`config.mk`:
```
export PLATFORM = sky130hd
export DESIGN_NAME = gtpu_header_parser
export DESIGN_NICKNAME = d
export VERILOG_FILES = /design/src/sv/gph_pkg.sv /design/src/sv/gph_front.sv /design/src/sv/gph_fifo.sv /design/src/sv/gph_back.sv /design/src/sv/gtpu_header_parser.sv
export SDC_FILE = /design/constraint.sdc
export NUM_CORES = 1
export LEC_CHECK = 0
export BUFFER_PORTS_ARGS = -buffer_cell sky130_fd_sc_hd__buf_2
export CORE_ASPECT_RATIO = 0.6
export CORE_MARGIN = 2
export CORE_UTILIZATION = 57
export CTS_BUF_LIST = sky130_fd_sc_hd__clkbuf_8
export DETAILED_ROUTE_END_ITERATION = 10
export PLACE_DENSITY = 0.78
export SLEW_MARGIN = 20
export SYNTH_ARGS = -nofsm -noshare
export SYNTH_HDL_FRONTEND = slang
export SYNTH_SLANG_ARGS = --single-unit
```
`constraint.sdc`:
```
create_clock -name clock -period 6 [get_ports clock]
set_clock_uncertainty 0.1 [all_clocks]
set_input_delay 0.6 -clock clock [delete_from_list [all_inputs] [get_ports clock]]
set_output_delay 0.6 -clock clock [all_outputs]
set_load 0.1 [all_outputs]
```
`src/sv/gph_pkg.sv`:
```
`timescale 1ns / 1ps
// Shared types and constants of the GTP-U header parser.
package gph_pkg;

   localparam int MAX_EXT_HEADERS_DEF = 8;
   localparam int QUEUE_DEPTH_DEF     = 4;
   localparam int EXT_COUNT_W         = 4;
   localparam int CSR_INDEX_W         = 2;

   localparam logic [1:0] KIND_HDR = 2'd0;
   localparam logic [1:0] KIND_PAY = 2'd1;
   localparam logic [1:0] KIND_ERR = 2'd2;

   localparam logic [CSR_INDEX_W-1:0] CSR_UDP_EXT_TYPE  = CSR_INDEX_W'(0);
   localparam logic [CSR_INDEX_W-1:0] CSR_PDCP_EXT_TYPE = CSR_INDEX_W'(1);

   localparam logic [7:0] UDP_EXT_TYPE_RESET  = 8'd64;
   localparam logic [7:0] PDCP_EXT_TYPE_RESET = 8'd192;

   typedef struct packed {
      logic [7:0] data_byte;
      logic       end_of_packet;
   } req_type;

   typedef struct packed {
      logic [1:0]  record_kind;
      logic [7:0]  payload_byte;
      logic        last_of_packet;
      logic [2:0]  hdr_version;
      logic [7:0]  message_type;
      logic [15:0] message_length;
      logic [31:0] tunnel_id;
      logic [3:0]  present_flags;
      logic [15:0] sequence_number;
      logic [7:0]  npdu_number;
      logic [15:0] udp_port_value;
      logic [15:0] pdcp_number_value;
   } rsp_type;

   typedef struct packed {
      logic [7:0] udp_port_ext_type;
      logic [7:0] pdcp_number_ext_type;
   } cfg_type;

   typedef struct packed {
      logic full;
      logic empty;
   } qstat_type;

endpackage

```
`src/sv/gph_front.sv`:
```
`timescale 1ns / 1ps
// Front end: accepts packet beats, walks the header and queues one record per event.
module gph_front #(
   parameter int MAX_EXT_HEADERS = gph_pkg::MAX_EXT_HEADERS_DEF
) (
   input  logic             clock,
   input  logic             reset,
   input  logic             req_valid,
   output logic             req_stall,
   input  gph_pkg::req_type req_data,
   input  gph_pkg::cfg_type cfg,
   input  gph_pkg::qstat_type qstat,
   output logic             push,
   output gph_pkg::rsp_type push_data
);

   localparam logic [3:0] PH_FIXED   = 4'd0;
   localparam logic [3:0] PH_OPT     = 4'd1;
   localparam logic [3:0] PH_NEXT    = 4'd2;
   localparam logic [3:0] PH_EXTLEN  = 4'd3;
   localparam logic [3:0] PH_EXTBODY = 4'd4;
   localparam logic [3:0] PH_PAYLOAD = 4'd5;
   localparam logic [3:0] PH_DISCARD = 4'd6;

   localparam logic [gph_pkg::EXT_COUNT_W-1:0] EXT_LIMIT =
      gph_pkg::EXT_COUNT_W'(MAX_EXT_HEADERS);

   logic [3:0]  phase_ff, phase_in;
   logic [3:0]  pos_ff, pos_in;
   logic [7:0]  flags_ff, flags_in;
   logic [7:0]  type_ff, type_in;
   logic [15:0] length_ff, length_in;
   logic [31:0] tunnel_ff, tunnel_in;
   logic [15:0] seq_ff, seq_in;
   logic [7:0]  npdu_ff, npdu_in;
   logic [15:0] udp_ff, udp_in;
   logic [15:0] pdcp_ff, pdcp_in;
   logic [3:0]  present_ff, present_in;
   logic [7:0]  ext_type_ff, ext_type_in;
   logic [9:0]  skip_ff, skip_in;
   logic [gph_pkg::EXT_COUNT_W-1:0] count_ff, count_in;

   logic       accept;
   logic       done;
   logic       err;
   logic       clear;
   logic       in_header;
   logic [7:0] b;
   logic       eop;

   assign req_stall = qstat.full;
   assign accept    = req_valid && !req_stall;
   assign b         = req_data.data_byte;
   assign eop       = req_data.end_of_packet;

   always_comb begin
      phase_in    = phase_ff;
      pos_in      = pos_ff;
      flags_in    = flags_ff;
      type_in     = type_ff;
      length_in   = length_ff;
      tunnel_in   = tunnel_ff;
      seq_in      = seq_ff;
      npdu_in     = npdu_ff;
      udp_in      = udp_ff;
      pdcp_in     = pdcp_ff;
      present_in  = present_ff;
      ext_type_in = ext_type_ff;
      skip_in     = skip_ff;
      count_in    = count_ff;
      done        = 1'b0;
      err         = 1'b0;
      clear       = 1'b0;
      in_header   = 1'b0;
      push        = 1'b0;
      push_data   = '0;
      if (accept) begin
         unique case (phase_ff)
            PH_PAYLOAD: begin
               push                     = 1'b1;
               push_data.record_kind    = gph_pkg::KIND_PAY;
               push_data.payload_byte   = b;
               push_data.last_of_packet = eop;
               clear                    = eop;
            end
            PH_DISCARD: begin
               clear = eop;
            end
            PH_FIXED: begin
               in_header = 1'b1;
               case (pos_ff)
                  4'd0: flags_in = b;
                  4'd1: type_in = b;
                  4'd2, 4'd3: length_in = {length_ff[7:0], b};
                  default: tunnel_in = {tunnel_ff[23:0], b};
               endcase
               pos_in = pos_ff + 4'd1;
               if (pos_ff == 4'd7) begin
                  if (flags_ff[2:0] != 3'd0) begin
                     phase_in   = PH_OPT;
                     present_in = {2'b00, flags_ff[1:0]};
                  end else begin
                     done = 1'b1;
                  end
               end
            end
            PH_OPT: begin
               in_header = 1'b1;
               if (pos_ff <= 4'd9) begin
                  seq_in = {seq_ff[7:0], b};
               end else begin
                  npdu_in = b;
               end
               pos_in = pos_ff + 4'd1;
               if (pos_ff == 4'd10) begin
                  phase_in = PH_NEXT;
               end
            end
            PH_NEXT: begin
               in_header = 1'b1;
               if (!flags_ff[2] || b == 8'd0) begin
                  done = 1'b1;
               end else if (count_ff >= EXT_LIMIT) begin
                  err = 1'b1;
               end else begin
                  count_in    = count_ff + 1'b1;
                  ext_type_in = b;
                  phase_in    = PH_EXTLEN;
               end
            end
            PH_EXTLEN: begin
               in_header = 1'b1;
               if (b == 8'd0) begin
                  err = 1'b1;
               end else begin
                  if (b != 8'd1) begin
                     ext_type_in = 8'd0;
                  end
                  skip_in  = {b, 2'b00} - 10'd2;
                  phase_in = PH_EXTBODY;
               end
            end
            PH_EXTBODY: begin
               in_header = 1'b1;
               if (ext_type_ff != 8'd0 && skip_ff <= 10'd2) begin
                  if (ext_type_ff == cfg.udp_port_ext_type) begin
                     if (skip_ff == 10'd2) begin
                        udp_in = {b, 8'd0};
                     end else begin
                        udp_in     = {udp_ff[15:8], b};
                        present_in = present_ff | 4'b0100;
                     end
                  end else if (ext_type_ff == cfg.pdcp_number_ext_type) begin
                     if (skip_ff == 10'd2) begin
                        pdcp_in = {b, 8'd0};
                     end else begin
                        pdcp_in    = {pdcp_ff[15:8], b};
                        present_in = present_ff | 4'b1000;
                     end
                  end
               end
               if (skip_ff != 10'd0) begin
                  skip_in = skip_ff - 10'd1;
               end
               if (skip_in == 10'd0) begin
                  phase_in = PH_NEXT;
               end
            end
            default: begin
               clear = 1'b1;
            end
         endcase

         if (done) begin
            push                        = 1'b1;
            push_data.record_kind       = gph_pkg::KIND_HDR;
            push_data.last_of_packet    = eop;
            push_data.hdr_version       = flags_in[7:5];
            push_data.message_type      = type_in;
            push_data.message_length    = length_in;
            push_data.tunnel_id         = tunnel_in;
            push_data.present_flags     = present_in;
            push_data.sequence_number   = seq_in;
            push_data.npdu_number       = npdu_in;
            push_data.udp_port_value    = udp_in;
            push_data.pdcp_number_value = pdcp_in;
            clear                       = eop;
            phase_in                    = PH_PAYLOAD;
         end else if (in_header && (err || eop)) begin
            push                     = 1'b1;
            push_data.record_kind    = gph_pkg::KIND_ERR;
            push_data.last_of_packet = eop;
            clear                    = eop;
            phase_in                 = PH_DISCARD;
         end

         if (clear) begin
            phase_in    = PH_FIXED;
            pos_in      = 4'd0;
            seq_in      = 16'd0;
            npdu_in     = 8'd0;
            udp_in      = 16'd0;
            pdcp_in     = 16'd0;
            present_in  = 4'd0;
            ext_type_in = 8'd0;
            skip_in     = 10'd0;
            count_in    = '0;
         end
      end
   end

   always_ff @(posedge clock) begin
      if (reset) begin
         phase_ff    <= PH_FIXED;
         pos_ff      <= 4'd0;
         seq_ff      <= 16'd0;
         npdu_ff     <= 8'd0;
         udp_ff      <= 16'd0;
         pdcp_ff     <= 16'd0;
         present_ff  <= 4'd0;
         ext_type_ff <= 8'd0;
         skip_ff     <= 10'd0;
         count_ff    <= '0;
      end else begin
         phase_ff    <= phase_in;
         pos_ff      <= pos_in;
         seq_ff      <= seq_in;
         npdu_ff     <= npdu_in;
         udp_ff      <= udp_in;
         pdcp_ff     <= pdcp_in;
         present_ff  <= present_in;
         ext_type_ff <= ext_type_in;
         skip_ff     <= skip_in;
         count_ff    <= count_in;
      end
   end

   always_ff @(posedge clock) begin
      flags_ff  <= flags_in;
      type_ff   <= type_in;
      length_ff <= length_in;
      tunnel_ff <= tunnel_in;
   end

endmodule

```
`src/sv/gph_fifo.sv`:
```
`timescale 1ns / 1ps
// Short record queue between the header front end and the output stage.
module gph_fifo #(
   parameter int DEPTH = gph_pkg::QUEUE_DEPTH_DEF
) (
   input  logic               clock,
   input  logic               reset,
   input  logic               push,
   input  gph_pkg::rsp_type   push_data,
   input  logic               pop,
   output gph_pkg::rsp_type   pop_data,
   output gph_pkg::qstat_type qstat
);

   localparam int PTR_W = (DEPTH > 1) ? $clog2(DEPTH) : 1;
   localparam int CNT_W = $clog2(DEPTH + 1);
   localparam logic [PTR_W-1:0] LAST_PTR = PTR_W'(DEPTH - 1);
   localparam logic [CNT_W-1:0] FULL_CNT = CNT_W'(DEPTH);

   gph_pkg::rsp_type mem_ff [DEPTH];
   logic [PTR_W-1:0] wr_ptr_ff, wr_ptr_in;
   logic [PTR_W-1:0] rd_ptr_ff, rd_ptr_in;
   logic [CNT_W-1:0] count_ff, count_in;

   assign qstat.full  = (count_ff == FULL_CNT);
   assign qstat.empty = (count_ff == '0);
   assign pop_data    = mem_ff[rd_ptr_ff];

   always_comb begin
      wr_ptr_in = wr_ptr_ff;
      rd_ptr_in = rd_ptr_ff;
      count_in  = count_ff;
      if (push) begin
         wr_ptr_in = (wr_ptr_ff == LAST_PTR) ? '0 : wr_ptr_ff + 1'b1;
      end
      if (pop) begin
         rd_ptr_in = (rd_ptr_ff == LAST_PTR) ? '0 : rd_ptr_ff + 1'b1;
      end
      if (push && !pop) begin
         count_in = count_ff + 1'b1;
      end else if (pop && !push) begin
         count_in = count_ff - 1'b1;
      end
   end

   always_ff @(posedge clock) begin
      if (reset) begin
         wr_ptr_ff <= '0;
         rd_ptr_ff <= '0;
         count_ff  <= '0;
      end else begin
         wr_ptr_ff <= wr_ptr_in;
         rd_ptr_ff <= rd_ptr_in;
         count_ff  <= count_in;
      end
   end

   always_ff @(posedge clock) begin
      if (push) begin
         mem_ff[wr_ptr_ff] <= push_data;
      end
   end

endmodule

```
`src/sv/gph_back.sv`:
```
`timescale 1ns / 1ps
// Back end: formats queued records by kind and holds them in the output register.
module gph_back (
   input  logic               clock,
   input  logic               reset,
   input  gph_pkg::qstat_type qstat,
   input  gph_pkg::rsp_type   pop_data,
   output logic               pop,
   output logic               rsp_valid,
   input  logic               rsp_stall,
   output gph_pkg::rsp_type   rsp_data
);

   logic             valid_ff, valid_in;
   gph_pkg::rsp_type data_ff, data_in;
   gph_pkg::rsp_type formatted;

   always_comb begin
      formatted                = '0;
      formatted.record_kind    = pop_data.record_kind;
      formatted.last_of_packet = pop_data.last_of_packet;
      unique case (pop_data.record_kind)
         gph_pkg::KIND_HDR: begin
            formatted                   = pop_data;
            formatted.payload_byte      = 8'd0;
         end
         gph_pkg::KIND_PAY: begin
            formatted.payload_byte = pop_data.payload_byte;
         end
         default: begin
            formatted.record_kind = gph_pkg::KIND_ERR;
         end
      endcase
   end

   assign pop = !qstat.empty && (!valid_ff || !rsp_stall);

   always_comb begin
      valid_in = valid_ff;
      data_in  = data_ff;
      if (pop) begin
         valid_in = 1'b1;
         data_in  = formatted;
      end else if (valid_ff && !rsp_stall) begin
         valid_in = 1'b0;
      end
   end

   always_ff @(posedge clock) begin
      if (reset) begin
         valid_ff <= 1'b0;
      end else begin
         valid_ff <= valid_in;
      end
   end

   always_ff @(posedge clock) begin
      data_ff <= data_in;
   end

   assign rsp_valid = valid_ff;
   assign rsp_data  = data_ff;

endmodule

```
`src/sv/gtpu_header_parser.sv`:
```
`timescale 1ns / 1ps
// Top level of the GTP-U header parser: register file, front end, record queue and output stage.
//
// The req channel carries one packet byte per beat with an end-of-packet mark.
// The rsp channel returns one header record per packet once its header is
// complete (fixed part, optional fields and extension chain), then one beat per
// payload byte. A truncated header, a zero extension length or too many
// extension headers returns an error record and drops the rest of the packet.
// Header bytes other than the one that completes the header return nothing.
// The csr channel writes the two extension type codes; csr_ready is always high.
// Throughput is one byte per cycle while req_stall is low. A record reaches rsp
// through the front end's queue write and then the output register. The record
// queue holds QUEUE_DEPTH records; req_stall rises only when it is full, so a
// stalled receiver backs up into req after the queue and the output register
// fill. Reset returns the parser to the start of a packet, empties the queue and
// output register, and restores the type codes.
module gtpu_header_parser #(
   parameter int MAX_EXT_HEADERS = gph_pkg::MAX_EXT_HEADERS_DEF,
   parameter int QUEUE_DEPTH     = gph_pkg::QUEUE_DEPTH_DEF
) (
   input  logic                            clock,
   input  logic                            reset,
   input  logic                            req_valid,
   output logic                            req_stall,
   input  gph_pkg::req_type                req_data,
   output logic                            rsp_valid,
   input  logic                            rsp_stall,
   output gph_pkg::rsp_type                rsp_data,
   input  logic                            csr_valid,
   output logic                            csr_ready,
   input  logic [gph_pkg::CSR_INDEX_W-1:0] csr_index,
   input  logic [7:0]                      csr_data
);

   gph_pkg::cfg_type   cfg_ff, cfg_in;
   gph_pkg::qstat_type qstat;
   gph_pkg::rsp_type   push_data;
   gph_pkg::rsp_type   pop_data;
   logic               push;
   logic               pop;

   assign csr_ready = 1'b1;

   always_comb begin
      cfg_in = cfg_ff;
      if (csr_valid && csr_ready) begin
         case (csr_index)
            gph_pkg::CSR_UDP_EXT_TYPE:  cfg_in.udp_port_ext_type    = csr_data;
            gph_pkg::CSR_PDCP_EXT_TYPE: cfg_in.pdcp_number_ext_type = csr_data;
            default: cfg_in = cfg_ff;
         endcase
      end
   end

   always_ff @(posedge clock) begin
      if (reset) begin
         cfg_ff.udp_port_ext_type    <= gph_pkg::UDP_EXT_TYPE_RESET;
         cfg_ff.pdcp_number_ext_type <= gph_pkg::PDCP_EXT_TYPE_RESET;
      end else begin
         cfg_ff <= cfg_in;
      end
   end

   gph_front #(
      .MAX_EXT_HEADERS(MAX_EXT_HEADERS)
   ) u_front (
      .clock     (clock),
      .reset     (reset),
      .req_valid (req_valid),
      .req_stall (req_stall),
      .req_data  (req_data),
      .cfg       (cfg_ff),
      .qstat     (qstat),
      .push      (push),
      .push_data (push_data)
   );

   gph_fifo #(
      .DEPTH(QUEUE_DEPTH)
   ) u_fifo (
      .clock     (clock),
      .reset     (reset),
      .push      (push),
      .push_data (push_data),
      .pop       (pop),
      .pop_data  (pop_data),
      .qstat     (qstat)
   );

   gph_back u_back (
      .clock     (clock),
      .reset     (reset),
      .qstat     (qstat),
      .pop_data  (pop_data),
      .pop       (pop),
      .rsp_valid (rsp_valid),
      .rsp_stall (rsp_stall),
      .rsp_data  (rsp_data)
   );

endmodule
```
### Yosys cells after proc, flatten, opt, wreduce, memory -nomap -nowiden

Memories as Yosys holds them, arrays and structs flattened. A register that Yosys moved wholly into a read port is not among the register bits.
Index checks and enable logic that the tools add are counted.

| storage, ports and cells | value |
|---|---|
| bits in latches | 0 |
| memories | 1 |
| RAM bits | 520 |
| logic and storage cells | 226 |
| bits of input ports | 24 |
| output and inout port bits | 133 |
| register bits | 308 |
| memory bits (read-only) | 0 |

| operators by class | value |
|---|---|
| reduce and logical (&&, ||, !) cells | 48 |
| equality and inequality tests | 33 |
| magnitude comparators | 3 |
| multiply operators | 0 |
| multiplexer cells | 100 |
| add/sub/neg operators | 8 |
| shift operators | 0 |
| divide/modulo/power cells | 0 |
| bitwise gates (word level) | 0 |

Memory list:

| memory | words | bits a word | rd ports | clocked after memory_dff | write ports | line | RTL |
|---|---|---|---|---|---|---|---|
| u_fifo.mem_ff | 4 | 130 | 1 | 1 | 1 | gph_fifo.sv:20 | `gph_pkg::rsp_type mem_ff [DEPTH];` |

Operator list:

| operator | count |
|---|---|
| 16-bit two-way mux | 16 |
| 130-bit two-way mux | 1 |
| 119-bit two-way mux | 1 |
| 8-bit two-way mux | 12 |
| 4-bit two-way mux | 23 |
| 32-bit two-way mux | 2 |
| 10-bit two-way mux | 6 |
| 1-bit two-way mux | 23 |
| 5-bit by 1-bit inequality test with 1-bit output, second input constant | 4 |
| 10-bit case mux with 2 select lines | 1 |
| 4-bit case mux with 5 select lines | 1 |
| 4-bit by 2-bit equality test with 1-bit output, second input constant | 4 |
| 4-bit by 3-bit equality test with 1-bit output, second input constant | 4 |
| 8-bit equality test | 2 |
| 8-bit case mux with 2 select lines | 1 |
| 8-bit nonzero test | 2 |
| 5-bit inequality test, second input constant | 3 |
| 2-bit two-way mux | 6 |
| 10-bit by 2-bit equality test with 1-bit output, second input constant | 1 |
| 10-bit by 2-bit less-or-equal comparator with 1-bit output, second input constant | 1 |
| 10-bit logical NOT | 1 |
| 10-bit nonzero test | 1 |
| 10-bit by 1-bit subtractor with 10-bit output, second input constant | 1 |
| 10-bit by 2-bit subtractor with 10-bit output, second input constant | 1 |
| other kinds (35) | 74 |

### Logic depth before layout (Yosys ltp)

| depth | value |
|---|---|
| depth in word-level cells | 14 |
| mapped depth | 15 |
| mapped depth without buffers | 13 |

### Cells and area by module

From an unflattened synthesis, not the netlist that was laid out.

| second synthesis, totals | value |
|---|---|
| cell total of the unflattened synthesis | 2031 |
| area, all modules | 33602.2 um2 |

By module, submodules not included:

| module | sequential area each (um2) | area an instance (um2) | cells an instance | instances |
|---|---|---|---|---|
| gph_fifo | 15795.1 | 19302.3 | 723 | 1 |
| gph_front | 3643.5 | 8779.7 | 963 | 1 |
| gph_back | 3923.8 | 4822.1 | 278 | 1 |
| gtpu_header_parser | 320.3 | 698.2 | 67 | 1 |

### Worst setup path before layout

Ideal clock, no wire load.

| timing | value |
|---|---|
| path type | in2reg |
| start point | input port req_data[1] in the netlist's numbering |
| end point | memory u_fifo.mem_ff[1][0] in the netlist's numbering, enable pin |
| stages | 10 |
| library setup time | 0.505 ns |
| path buffers | 2 |
| path slack | -0.147 ns |
| data required time | 5.395 ns |
| arrival | 5.542 ns |
| path through | clkbuf_1 > clkinv_1 > ha_1 > nor3b_1 > and2_1 > buf_2 > o211a_1 > a22o_1 > a21oi_2 > and2_1 |

| between the ends | value |
|---|---|
| cells in the longest elaborated chain, start to end | 12 |
| elaborated cells on any way between the ends | 16 |
| those cells by class | mux (12); reduce/logical (4) |

Ends and longest elaborated chain:

| item | line | RTL |
|---|---|---|
| start, declared | gtpu_header_parser.sv:25 | `input gph_pkg::req_type req_data,` |
| 8-bit logical NOT (*) | gph_front.sv:121, gph_front.sv:133 |  |
| 1-bit logical OR | gph_front.sv:121 | `if (!flags_ff[2] \|\| b == 8'd0) begin` |
| 1-bit two-way mux | gph_front.sv:121 |  |
| 1-bit case mux with 2 select lines | gph_front.sv:78 | `unique case (phase_ff)` |
| 1-bit two-way mux | gph_front.sv:77 | `if (accept) begin` |
| 1-bit logical OR | gph_front.sv:189 | `end else if (in_header && (err \|\| eop)) begin` |
| 1-bit logical AND | gph_front.sv:189 |  |
| 1-bit two-way mux | gph_front.sv:189 |  |
| 1-bit two-way mux (*) | gph_front.sv:174 | `if (done) begin` |
| 1-bit two-way mux (*) | gph_front.sv:77 |  |
| named net push | gtpu_header_parser.sv:39 | `logic push;` |
| 1-bit two-way mux (*) | gph_fifo.sv:59 | `if (push) begin` |
| 1-bit two-way mux (not written as such) (*) | gph_fifo.sv:60 | `mem_ff[wr_ptr_ff] <= push_data;` |
| end, declared | gph_fifo.sv:20 |  |

The timed path passes the listed nets; every way through them passes the cells marked *. The select of a mux whose other input is x is not followed.

### Final worst setup path

| timing | value |
|---|---|
| start point | register u_front.phase_ff[0] |
| end point | memory u_fifo.mem_ff[3][105] in the netlist's numbering, enable pin |

| between the ends | value |
|---|---|
| cells in the longest elaborated chain, start to end | 10 |
| elaborated cells on any way between the ends | 21 |
| those cells by class | eq/ne (5); mux (12); reduce/logical (4) |

Ends and longest elaborated chain:

| item | line | RTL |
|---|---|---|
| start, declared | gph_front.sv:28 | `logic [3:0] phase_ff, phase_in;` |
| start signal, assigned | gph_front.sv:225 | `phase_ff <= phase_in;` |
| 4-bit by 1-bit equality test with 1-bit output (tied with other cells) | gph_front.sv:78 |  |
| 5-bit OR reduction (no line) / 1-bit case mux with 2 select lines (equally long branches) | -- |  |
| 1-bit two-way mux (on tied branches) | gph_front.sv:78, gph_front.sv:77 |  |
| 1-bit two-way mux / 1-bit logical OR (equally long branches) | gph_front.sv:77, gph_front.sv:189 |  |
| 1-bit logical AND | gph_front.sv:189 |  |
| 1-bit two-way mux | gph_front.sv:189 |  |
| 1-bit two-way mux (*) | gph_front.sv:174 |  |
| 1-bit two-way mux (*) | gph_front.sv:77 |  |
| named net push | gtpu_header_parser.sv:39 |  |
| 1-bit two-way mux (*) | gph_fifo.sv:59 |  |
| 1-bit two-way mux (not written as such) (*) | gph_fifo.sv:60 |  |

Marked as above.

==> summary.md <==
| Metric | Value |
|---|---|
| Max-Cap Viols | `0` |
| Max Freq | `228 MHz` |
| Placed Instances | `2832` |
| Synth Area in Compound Gates | `0.0375` |
| Seq cells post-synth | `827` |
| Final cell count without fillers | `3048` |
| DP HPWL | `42.9 mm` |
| Worst Tran Pin Value | `995 ps` |
| Share of cells above drive strength 1 | `0.242` |
| Maximum clock insertion buffer count | `3` |
| Worst-path fanout max | `66` |
| Grt total ovfl | `0` |
| Initial antenna violation count | `4` |
| Cell area after synthesis | `0.0331 mm²` |
| Layout Nets | `2225` |
| DR iter-0 viols | `2141` |
| Drt drc | `0` |
| Worst Path Required | `6270 ps` |
| Synth area leader | `edfxtp_1` |
| Largest net degree at the start of global routing | `131` |
| First-pass GRT wire length | `108 mm` |
| Area delta synth->final | `11.5%` |
| CORE AREA | `0.0574 mm²` |
| Crit path buf inv count | `1` |
| Final Power | `18.2 mW` |
| Sink Count | `827` |
| Synth Area in XOR/XNOR | `0.00714` |
| Power Density | `492 mW/mm²` |
| Latest clock arrival within the worst-skew pair | `760 ps` |
| CP max stage delay | `700 ps` |
| Lkg Pwr | `12.9 nW` |
| Post-synth EDFFs | `712` |
| CTS tree | `done` |
| Crit path time final | `4390 ps` |
| Crit path DAT | `4660 ps` |
| CP endpoint kind | `flip-flop` |
| Synth top cells by count | `712 x edfxtp_1, 176 x nor2_1, 131 x nor2b_1, 130 x mux4_2, 115 x dfxtp_1` |
| Cell variety after synth | `79` |
| Via density | `6.04` |
| Initial core utilization | `0.577` |
| Placer Congestion | `0.887` |
| Final TNS setup | `0 ps` |
| Std cell rows | `68` |
| Total CTS buffers | `111` |
| Worst slew margin | `0.331` |
| Hold Path Class | `in2reg` |
| Sequential-to-total area share from yosys stat | `0.715` |
| Die width | `315 µm` |
| Tot GR Track Use | `0.238` |
| Port-buffer cells | `155` |
| Main combinational cell family by area after synthesis | `multiplexers` |
| Wire per inst | `23.2 µm` |
| H-tree levels | `3` |
| Post-synth top area share | `0.645` |
| Worst ir drop on vdd | `0.867 mV` |
| Worst-path clk slew | `80 ps` |
| Status | `finished clean` |
| Delay-heaviest family, CP | `simple AND/OR/NAND/NOR gates` |
| Most used flip-flop cell after synthesis | `edfxtp_1` |
| Vias in the first global route | `18200` |
| Asr flop ratio synth | `0` |
| Max-slew violation count | `0` |
| Ys Warns | `0` |
| Routed wire length | `70.8 mm` |
| Die ar. | `0.0601 mm²` |
| Antenna viol nets, final | `0` |
| Simple-gate share of the synthesized area | `0.0873` |
| Final period utilization | `0.731` |
| Multiplexer share of the synthesized area | `0.127` |
| Die Height | `191 µm` |
| Setup Viol. Count Final | `0` |
| Vias post-DR | `18400` |
| Fin util | `0.643` |
| Cells after Synth | `2012` |
| Final hold viol count | `0` |
| Mean Syn Cell Area | `16.5 µm²` |
| Clock root cell | `clkbuf_8` |
| CP startpoint kind | `flip-flop` |
| Most numerous cell in the Yosys netlist | `edfxtp_1` |
| RSZ-0062 raised after global routing | `false` |
| Slowest cell on the critical path | `and2_4` |
| Drt pass-1 iters | `5` |
| Crit-path cells | `nor3_1 -> and2_1 -> nor3b_1 -> o2bb2ai_1 -> a21oi_2 -> and2_4 -> buf_12` |
| Post-Synth Adder-Cell Area | `0.00702` |
| Synth Net Count | `2054` |
| Boundary pin count | `157` |
| Synth top area cells | `edfxtp_1 65%, mux4_2 8.8%, dfxtp_1 6.9%` |
| Critical path type | `reg2reg` |
## cells in the final DEF, fill, tap and decap left out, drive strengths merged, types with 17 or more instances in the layout
cell type / Yosys / routed
mux2: 55 / 55
o21ai: 27 / 27
nor2: 178 / 178
nor2b: 131 / 131
ha: 17 / 17
a22oi: 20 / 20
and2: 24 / 24
clkbuf: 94 / 125
a32oi: 34 / 34
and3: 61 / 61
nand2: 89 / 89
edfxtp: 712 / 712
mux4: 130 / 130
inv: 20 / 60
mux2i: 66 / 66
buf: 37 / 181
a21oi: 59 / 59
dfxtp: 115 / 115
clkinv: 1 / 38
## report_power, final
part | internal [mW] | total, mW | switching, mW
clock network | 2.06 | 4.15 | 2.09
registers | 7.27 | 7.60 | 0.332
logic | 1.41 | 6.43 | 5.02
## registers in the layout, summed over array words and instances (netlist names), 10 cells and up, named ones only
register	flops
cfg_ff	16
u_back.rsp_data	130
u_fifo.mem_ff	520
u_front.length_ff	16
u_front.pdcp_ff	16
u_front.seq_ff	16
u_front.skip_ff	10
u_front.tunnel_ff	32
u_front.udp_ff	16
## metrics by stage
step | hold WS [ps] | setup slack, ps | area, µm²
floorplan | 350 | 647 | 33100
global placement | 354 | 1320 | 34700
detailed placement | 371 | 1180 | 34700
CTS | 6.94 | 1700 | 36900
global route | 68.5 | 1470 | 36900
finish | 69.3 | 1610 | 36900
## layout make-up
| class | instances | area (µm²) |
|---|---|---|
| sequential | 827 | 23700 |
| antenna | 2 | 5.00 |
| inverter | 21 | 86.3 |
| clock inverter | 81 | 455 |
| clock buffer | 125 | 1720 |
| tap | 770 | 963 |
| multi-input combinational | 1033 | 8880 |
| fill | 3979 | 20500 |
| timing repair buffer | 189 | 1120 |
## kinds of logic (layout without fill, tap and decap cells)
family,count (synthesis),count (layout)
compound gates,179,179
xor+xnor,27,27
fa+ha+maj,18,18
buf+inv,152,416
flops,827,827
mux,251,251
other cells,1,3
simple gates,557,557
## repair_timing
item	in CTS	in global routing
endpoints found under the hold margin	13	0
gates resized for setup	0	0
buffers inserted	0	0
hold buffers	8	0
## layer usage
| layer | track usage | wire (µm) | vias up |
|---|---|---|---|
| met5 | 0 | 30 | - |
| met4 | 0.0637 | 1470 | 4 |
| met3 | 0.0555 | 6610 | 125 |
| met2 | 0.346 | 31300 | 892 |
| met1 | 0.363 | 31400 | 9316 |
| li1 | - | - | 8076 |
## path summary, 6_finish.rpt
check / slack [ps] / end / cells after the start / from
min reg2reg: 380 / u_front.present_ff[3]$_SDFFE_PP0P_ / 2 / u_front.present_ff[3]$_SDFFE_PP0P_
min: 70 / cfg_ff[4]$_SDFFE_PP0P_ / 3 / csr_data[4]
max reg2reg: 1610 / u_fifo.mem_ff[3][105]$_DFFE_PP_ / 7 / u_front.phase_ff[0]$_SDFFE_PP0P_
max: 1610 / u_fifo.mem_ff[3][105]$_DFFE_PP_ / 7 / u_front.phase_ff[0]$_SDFFE_PP0P_
## worst register-to-register path, delay by kind of cell, from the launching register on
family	cells	cell delay (ps)
AND/OR/NAND/NOR	4	2090
AO/OA/AOI/OAI	2	810
flip-flops	1	520
buffers and inverters	1	480
(Power assumes the default switching activity.)
